## src/rtl/core/ppe_pkg.sv

```systemverilog
// Package: shared types, constants and arithmetic helpers of the particle pool engine
package ppe_pkg;

    localparam int unsigned DefPoolSlots = 64;
    localparam logic [31:0] MinLife      = 32'd3277;

    typedef enum logic [1:0] {
        MODE_EMIT   = 2'd0,
        MODE_TICK   = 2'd1,
        MODE_RENDER = 2'd2,
        MODE_NONE   = 2'd3
    } mode_t;

    typedef enum logic [2:0] {
        CFG_START_COLOUR = 3'd0,
        CFG_END_COLOUR   = 3'd1,
        CFG_START_SIZE   = 3'd2,
        CFG_END_SIZE     = 3'd3,
        CFG_GRAVITY      = 3'd4
    } cfg_index_t;

    typedef struct packed {
        logic [1:0]  mode;
        logic [31:0] pos_x;
        logic [31:0] pos_y;
        logic [31:0] pos_z;
        logic [31:0] vel_x;
        logic [31:0] vel_y;
        logic [31:0] vel_z;
        logic [31:0] life_span;
        logic [31:0] time_step;
    } in_item_t;

    typedef struct packed {
        logic [31:0] out_x;
        logic [31:0] out_y;
        logic [31:0] out_z;
        logic [31:0] out_colour;
        logic [15:0] out_size;
        logic        empty_res;
        logic        last;
    } out_item_t;

    typedef struct packed {
        logic [2:0]  index;
        logic [31:0] data;
    } cfg_item_t;

    // Saturate a 34-bit signed sum to 32 bits
    function automatic logic [31:0] sat34(input logic signed [33:0] v);
        logic [31:0] r;
        if (v > 34'sh0_7FFF_FFFF)
            r = 32'h7FFF_FFFF;
        else if (v < -34'sh0_8000_0000)
            r = 32'h8000_0000;
        else
            r = v[31:0];
        return r;
    endfunction

    // Q16.16 product (already registered) shifted down by 16, floor, saturated
    function automatic logic [31:0] shr16_sat(input logic signed [64:0] p);
        logic signed [48:0] s;
        logic [31:0] r;
        s = p[64:16];
        if (s > 49'sh0_7FFF_FFFF)
            r = 32'h7FFF_FFFF;
        else if (s < -49'sh0_8000_0000)
            r = 32'h8000_0000;
        else
            r = s[31:0];
        return r;
    endfunction

endpackage

```

## src/rtl/core/ppe_div.sv

```systemverilog
// Module: restoring divider giving floor((age << 16) / lifetime) clamped to 16 bits
module ppe_div (
    input  logic        clk,
    input  logic        rst_n,
    input  logic        start,
    input  logic [31:0] age,
    input  logic [31:0] life,
    output logic        done,
    output logic [15:0] quo
);
    import ppe_pkg::*;

    logic [5:0]  cnt_reg, cnt_next;
    logic        busy_reg, busy_next;
    logic [47:0] num_reg, num_next;
    logic [32:0] rem_reg, rem_next;
    logic [31:0] den_reg, den_next;
    logic [47:0] q_reg, q_next;
    logic [32:0] trial;
    logic [32:0] rem_sh;

    assign rem_sh = {rem_reg[31:0], num_reg[47]};
    assign trial  = rem_sh - {1'b0, den_reg};

    always_comb
    begin
        cnt_next  = cnt_reg;
        busy_next = busy_reg;
        num_next  = num_reg;
        rem_next  = rem_reg;
        den_next  = den_reg;
        q_next    = q_reg;
        done      = 1'b0;
        if (start)
        begin
            busy_next = 1'b1;
            cnt_next  = 6'd0;
            num_next  = {age, 16'd0};
            rem_next  = '0;
            den_next  = (life == 32'd0) ? 32'd1 : life;
            q_next    = '0;
        end
        else if (busy_reg)
        begin
            num_next = {num_reg[46:0], 1'b0};
            if (!trial[32])
            begin
                rem_next = trial;
                q_next   = {q_reg[46:0], 1'b1};
            end
            else
            begin
                rem_next = rem_sh;
                q_next   = {q_reg[46:0], 1'b0};
            end
            cnt_next = cnt_reg + 6'd1;
            if (cnt_reg == 6'd47)
                busy_next = 1'b0;
        end
        else if (cnt_reg == 6'd48)
        begin
            done     = 1'b1;
            cnt_next = 6'd0;
        end
    end

    assign quo = (q_reg[47:16] != 32'd0) ? 16'hFFFF : q_reg[15:0];

    always_ff @(posedge clk or negedge rst_n)
    begin
        if (!rst_n)
        begin
            cnt_reg  <= '0;
            busy_reg <= 1'b0;
        end
        else
        begin
            cnt_reg  <= cnt_next;
            busy_reg <= busy_next;
        end
    end

    always_ff @(posedge clk)
    begin
        num_reg <= num_next;
        rem_reg <= rem_next;
        den_reg <= den_next;
        q_reg   <= q_next;
    end

endmodule

```

## config.mk

```make
export PLATFORM = sky130hd
export DESIGN_NAME = ppe_div
export DESIGN_NICKNAME = d
export VERILOG_FILES = /design/src/rtl/core/ppe_pkg.sv /design/src/rtl/core/ppe_div.sv
export SDC_FILE = /design/constraint.sdc
export NUM_CORES = 1
export LEC_CHECK = 0
export ABC_AREA = 1
export BUFFER_PORTS_ARGS = -buffer_cell sky130_fd_sc_hd__buf_2
export CAP_MARGIN = 20
export CELL_PAD_IN_SITES_DETAIL_PLACEMENT = 0
export CELL_PAD_IN_SITES_GLOBAL_PLACEMENT = 1
export CORE_AREA = 4 4 157 159
export DETAILED_ROUTE_END_ITERATION = 8
export DIE_AREA = 0 0 161 163
export PLACE_DENSITY = 0.76
export SYNTH_ARGS = -nofsm -noshare
export SYNTH_HDL_FRONTEND = slang
export SYNTH_SLANG_ARGS = --single-unit
```

## constraint.sdc

```tcl
create_clock -name clk -period 2.65 [get_ports clk]
set_input_delay 0.53 -clock clk [delete_from_list [all_inputs] [get_ports clk]]
set_output_delay 0.53 -clock clk [all_outputs]
set_load 0.05 [all_outputs]
```

# Word level (Yosys, flattened, before mapping)
# Index checks and enable logic that the tools add are counted.
[word_totals]
register_bits = 151
input_bits = 67
[classes]
addsub = 2
n_eq_ne = 2
mux = 14
n_reduce_logical = 4
[op_table]
columns = ["operator", "count"]
rows = [
  ["2-to-1 mux 48 bit", 2],
  ["subtractor 33 x 32 -> 33 bit", 1],
  ["zero test 32 bit", 1],
  ["2-to-1 mux 32 bit", 1],
  ["nonzero test 32 bit", 1],
  ["2-to-1 mux 6 bit", 3],
  ["2-to-1 mux 16 bit", 1],
  ["== test 6 bit, second input constant", 2],
  ["2-to-1 mux 1 bit", 7],
  ["adder 6 x 1 -> 6 bit, second input constant", 1],
  ["nonzero test 3 bit", 1],
  ["nonzero test 2 bit", 1],
]

# Longest topological paths before layout
[logic_depth]
ltp_word = 4
mapped_depth = 18
mapped_depth_nobuf = 17

# Least setup slack after synthesis
# OpenSTA, ideal clock, no wires.
[synth_timing]
path_kind = "input to output"
start = "input start"
end = "output done"
t_arrival_ns = 2.575
path_slack_ns = -0.455
cell_stages = 5
cell_sequence = "clkbuf_1 -> nor2_1 -> inv_1 -> clkbuf_1 -> nor2_1"
[synth_between]
elab_chain_len = 1
[synth_rtl]
columns = ["item", "line_no", "text"]
rows = [
  ["start: declaration", "ppe_div.sv:5", "input logic start,"],
  ["2-to-1 mux 1 bit", "ppe_div.sv:34", "if (start)"],
  ["end: declaration", "ppe_div.sv:8", "output logic done,"],
]
# No other way between the ends.

# Final worst setup path
[layout_timing]
start = "register q_reg[42]"
end = "output quo[11]"
[layout_between]
elab_chain_len = 2
[layout_rtl]
columns = ["item", "line_no", "text"]
rows = [
  ["start: declaration", "ppe_div.sv:18", "logic [47:0] q_reg, q_next;"],
  ["start signal: assignment", "ppe_div.sv:88", "q_reg <= q_next;"],
  ["nonzero test 32 bit", "ppe_div.sv:67", "assign quo = (q_reg[47:16] != 32'd0) ? 16'hFFFF : q_reg[15:0];"],
  ["2-to-1 mux 16 bit", "ppe_div.sv:67", ""],
  ["end: declaration", "ppe_div.sv:9", "output logic [15:0] quo"],
]
# No other way between the ends.

==> results_tabular.tex <==
\begin{tabular}{lr}
\hline
Metric & Value \\
\hline
\multicolumn{2}{l}{\textbf{Global routing}} \\
Number of global-route vias before repair & 7369 \\
Total GRT Usage & 0.176 \\
Wire length of the first global-routing pass & 37.0 mm \\
Number of antenna violations at the first check in global routing & 7 \\
Maximum number of pins on one net before global-route repair & 80 \\
Total grt overflow & 0 \\
\multicolumn{2}{l}{\textbf{STA}} \\
Setup skew after layout & 0.0125 ns \\
Final Hold Slack & 0.285 ns \\
Slew Viols, Final & 0 \\
Crit path setup slack, layout & 0.155 ns \\
Time the final worst path needs with I/O delays and setup & 2.49 ns \\
FMAX & 401 MHz \\
Final setup violation count & 0 \\
Final period utilization & 0.941 \\
Worst max-slew margin expressed relative to the limit & 0.421 \\
Worst-margin pin slew & 0.869 ns \\
Final Hold Vio Count & 0 \\
Post-Route Setup TNS & 0 ns \\
\multicolumn{2}{l}{\textbf{Place}} \\
Half-perimeter wire length after placement & 16.9 mm \\
Total of buffers placed on input and output ports & 83 \\
Setup slack at placement & 0.120 ns \\
Placed instance count & 1594 \\
Final RePlAce weighted congestion & 0.876 \\
Area after DPL & 0.00951 mm2 \\
\multicolumn{2}{l}{\textbf{Detailed routing}} \\
Wirelength per Cell & 14.1 um \\
DRC Markers & 0 \\
Total number of vias & 7545 \\
First-iteration detailed-routing DRC count & 438 \\
Vias per cell & 4.63 \\
Drt first pass iters & 5 \\
Number of nets with antenna violations after routing & 0 \\
Final routed wirelength across all metal layers & 23.0 mm \\
\multicolumn{2}{l}{\textbf{Power}} \\
Power density over the cells & 570 mW/mm2 \\
Clock network fraction of total power & 0.448 \\
Net switching power & 1.74 mW \\
Total power & 5.81 mW \\
Cell-internal power & 4.07 mW \\
Maximum resistive drop on vdd & 366 uV \\
Leakage dissipation & 5.21 nW \\
Sequential fraction of design power & 0.444 \\
Switching power share of the total & 0.299 \\
Combinational share of power & 0.109 \\
\multicolumn{2}{l}{\textbf{Floorplanning}} \\
Die Ht & 163 um \\
Count of pins on the block boundary & 84 \\
Row count & 56 \\
Placeable core region & 0.0233 mm2 \\
Floorplan die area & 0.0262 mm2 \\
Die width & 161 um \\
Initial Util & 0.382 \\
\multicolumn{2}{l}{\textbf{Critical path}} \\
Critical path origin & q\_reg[42] \\
Critical-path maximum fanout & 12 \\
Endpoint of the worst register-to-register path & rem\_reg[18] \\
Startpoint of the most critical register-to-register path & num\_reg[47] \\
Worst setup endpoint & quo[11] \\
Kind of end point of the critical path & output pin \\
Cells on worst reg2reg path & 17 \\
Worst setup SP type & flop \\
Startpoint-to-endpoint class of the critical path & reg2out \\
CP required & 2.12 ns \\
Flop2flop setup slack & 0.19 ns \\
Data arrival time of the critical path & 1.96 ns \\
\multicolumn{2}{l}{\textbf{Logic synthesis}} \\
Fraction of post-synthesis cell area in the top cell type by area & 0.216 \\
YS warnings & 0 \\
Proportion of synthesized flip-flops having asynchronous set or reset & 0.0464 \\
Net Count, Synth & 1344 \\
Gate count of the mapped netlist & 1242 \\
Cell type with the highest aggregate area in the netlist & sky130\_fd\_sc\_hd\_\_edfxtp\_1 \\
Seq/Total Area, Yosys & 0.416 \\
Number of enable-type register cells in the synthesized netlist & 64 \\
Top post-synthesis cells by area & sky130\_fd\_sc\_hd\_\_edfxtp\_1, sky130\_fd\_sc\_hd\_\_nand2\_1, sky130\_fd\_sc\_hd\_\_dfxtp\_1 \\
Area of the mapped netlist & 0.00889 mm2 \\
Synth Area per Inst & 7.16 um2 \\
Count of unique library cells instantiated by Yosys & 42 \\
Leading register cell type out of synthesis & sky130\_fd\_sc\_hd\_\_dfxtp\_1 \\
Number of synthesized register bits & 151 \\
\multicolumn{2}{l}{\textbf{Flow run}} \\
Max-cap viol count & 0 \\
\multicolumn{2}{l}{\textbf{Clock network}} \\
Total number of H-tree levels & 4 \\
Post-CTS setup repair buffer count & 0 \\
Number of sinks handled by clock tree synthesis & 151 \\
CTS tree & done \\
Inserted Clock Buffers & 17 \\
Clock insertion delay at the later pin of the skew report & 0.44 ns \\
Clock slew at the register clock pins of the worst setup and hold paths & 0.08 ns \\
Clk buf depth & 2 \\
Root Driver & sky130\_fd\_sc\_hd\_\_clkbuf\_16 \\
\multicolumn{2}{l}{\textbf{Status}} \\
Run status & completed \\
\multicolumn{2}{l}{\textbf{Finish}} \\
\# nets final & 1398 \\
Max reg flops & 48 \\
Share of layout cells above drive strength 1 & 0.144 \\
Final Core Density & 0.438 \\
Layout area overhead & 14.7\% \\
Final design area excluding fillers & 0.0102 mm2 \\
Count of placed standard cells in the final layout, fillers left out & 1630 \\
\multicolumn{2}{l}{\textbf{Hold path}} \\
Min-Delay Path Class & in2reg \\
\hline
\end{tabular}
## final cells by class
cell class                 count  area [um2]
fill                        2457       13100
multi-input combinational    805        4100
timing repair buffer          96         515
sequential                   151        3700
clock inverter                15         214
tap                          319         399
antenna                        2        5.00
inverter                     225         845
clock buffer                  17         425
## how the worst min path moves through the flow
stage	start	endpoint	slack [ns]	depth (start not counted)
after floorplan	rst_n	busy_reg	0.23	0
after global placement	rst_n	cnt_reg[4]	0.38	1
after detailed placement	rst_n	cnt_reg[4]	0.38	1
after CTS	life[28]	den_reg[28]	0.26	1
after global routing	life[29]	den_reg[29]	0.27	1
final	life[28]	den_reg[28]	0.29	1
## critical path: stages (launching register included)
cell,delay [ns]
sky130_fd_sc_hd__dfxtp_1,0.31
sky130_fd_sc_hd__nor4_1,0.32
sky130_fd_sc_hd__nand4_1,0.17
sky130_fd_sc_hd__nor3_2,0.24
sky130_fd_sc_hd__buf_4,0.22
sky130_fd_sc_hd__nand2_1,0.07
sky130_fd_sc_hd__buf_2,0.21
## routing by layer
metal,vias to the layer above,wire (um),GRT usage
li1,3993,-,-
met1,3381,11200,0.236
met2,132,10400,0.287
met3,29,1060,0.0407
met4,10,223,0.0446
met5,-,62,0
## kinds of logic after synthesis
family,synth area share
AOI/OAI and AO/OA,0.0598
and+or+nand+nor,0.335
buffers and inverters,0.128
DFF,0.416
xor gates and xnor gates,0.0118
adders and majority gates,0.0501
## what timing repair did
action | 4_1_cts | 5_1_grt
gates resized for setup | 0 | 3
endpoints found under the setup margin | 0 | 32
hold buffers | 1 | 0
hold endpoints to repair | 7 | 0
## power by group through the flow
stage / Sequential [mW] / Combinational (mW) / Clock [mW]
final: 2.58 / 0.632 / 2.60
after global routing: 2.59 / 0.714 / 2.76
after CTS: 2.58 / 0.638 / 2.67
after detailed placement: 2.63 / 0.634 / 0
after global placement: 2.63 / 0.635 / 0
after floorplan: 2.62 / 0.443 / 0
## synth_stat cells, drive strengths merged (3+ instances only)
cell type,instances
nand4,11
nor4,15
dfxtp,80
edfxtp,64
clkbuf,49
nand2,479
xnor2,8
dfrtp,7
inv,224
o22ai,47
o21ai,7
ha,34
nand3b,11
xor2,4
a21oi,22
nand3,91
buf,13
nor3,4
nor2,57
and2,3
o21bai,3
## layout by cell type (no fill, tap or decap), types with 2 or more instances in the layout
cell type,netlist,routed
sky130_fd_sc_hd__ha_1,34,34
sky130_fd_sc_hd__and2_1,3,3
sky130_fd_sc_hd__nor2_2,1,3
sky130_fd_sc_hd__inv_12,0,5
sky130_fd_sc_hd__nand3_4,2,2
sky130_fd_sc_hd__inv_2,7,8
sky130_fd_sc_hd__clkbuf_16,0,17
sky130_fd_sc_hd__nand3b_1,11,11
sky130_fd_sc_hd__xnor2_1,8,8
sky130_fd_sc_hd__xor2_1,4,4
sky130_fd_sc_hd__o21ai_0,7,7
sky130_fd_sc_hd__inv_1,217,216
sky130_fd_sc_hd__nor2_1,53,51
sky130_fd_sc_hd__diode_2,0,2
sky130_fd_sc_hd__o21bai_1,3,3
sky130_fd_sc_hd__o22ai_1,47,47
sky130_fd_sc_hd__a21oi_4,2,2
sky130_fd_sc_hd__dfxtp_1,80,80
sky130_fd_sc_hd__nand2_1,444,444
sky130_fd_sc_hd__nor2_4,3,3
sky130_fd_sc_hd__nand3_2,4,4
sky130_fd_sc_hd__nand2_2,26,26
sky130_fd_sc_hd__nand2_8,2,3
sky130_fd_sc_hd__clkinv_8,0,6
sky130_fd_sc_hd__a21o_1,2,2
sky130_fd_sc_hd__nand4_1,11,11
sky130_fd_sc_hd__a21oi_1,19,19
sky130_fd_sc_hd__inv_6,0,3
sky130_fd_sc_hd__buf_2,5,83
sky130_fd_sc_hd__a31oi_1,2,2
sky130_fd_sc_hd__nor4_1,15,14
sky130_fd_sc_hd__nor3_1,4,3
sky130_fd_sc_hd__dfrtp_1,7,7
sky130_fd_sc_hd__nand3_1,85,85
sky130_fd_sc_hd__edfxtp_1,64,64
sky130_fd_sc_hd__buf_4,3,12
sky130_fd_sc_hd__nand2_4,7,7
(Power assumes the default switching activity.)
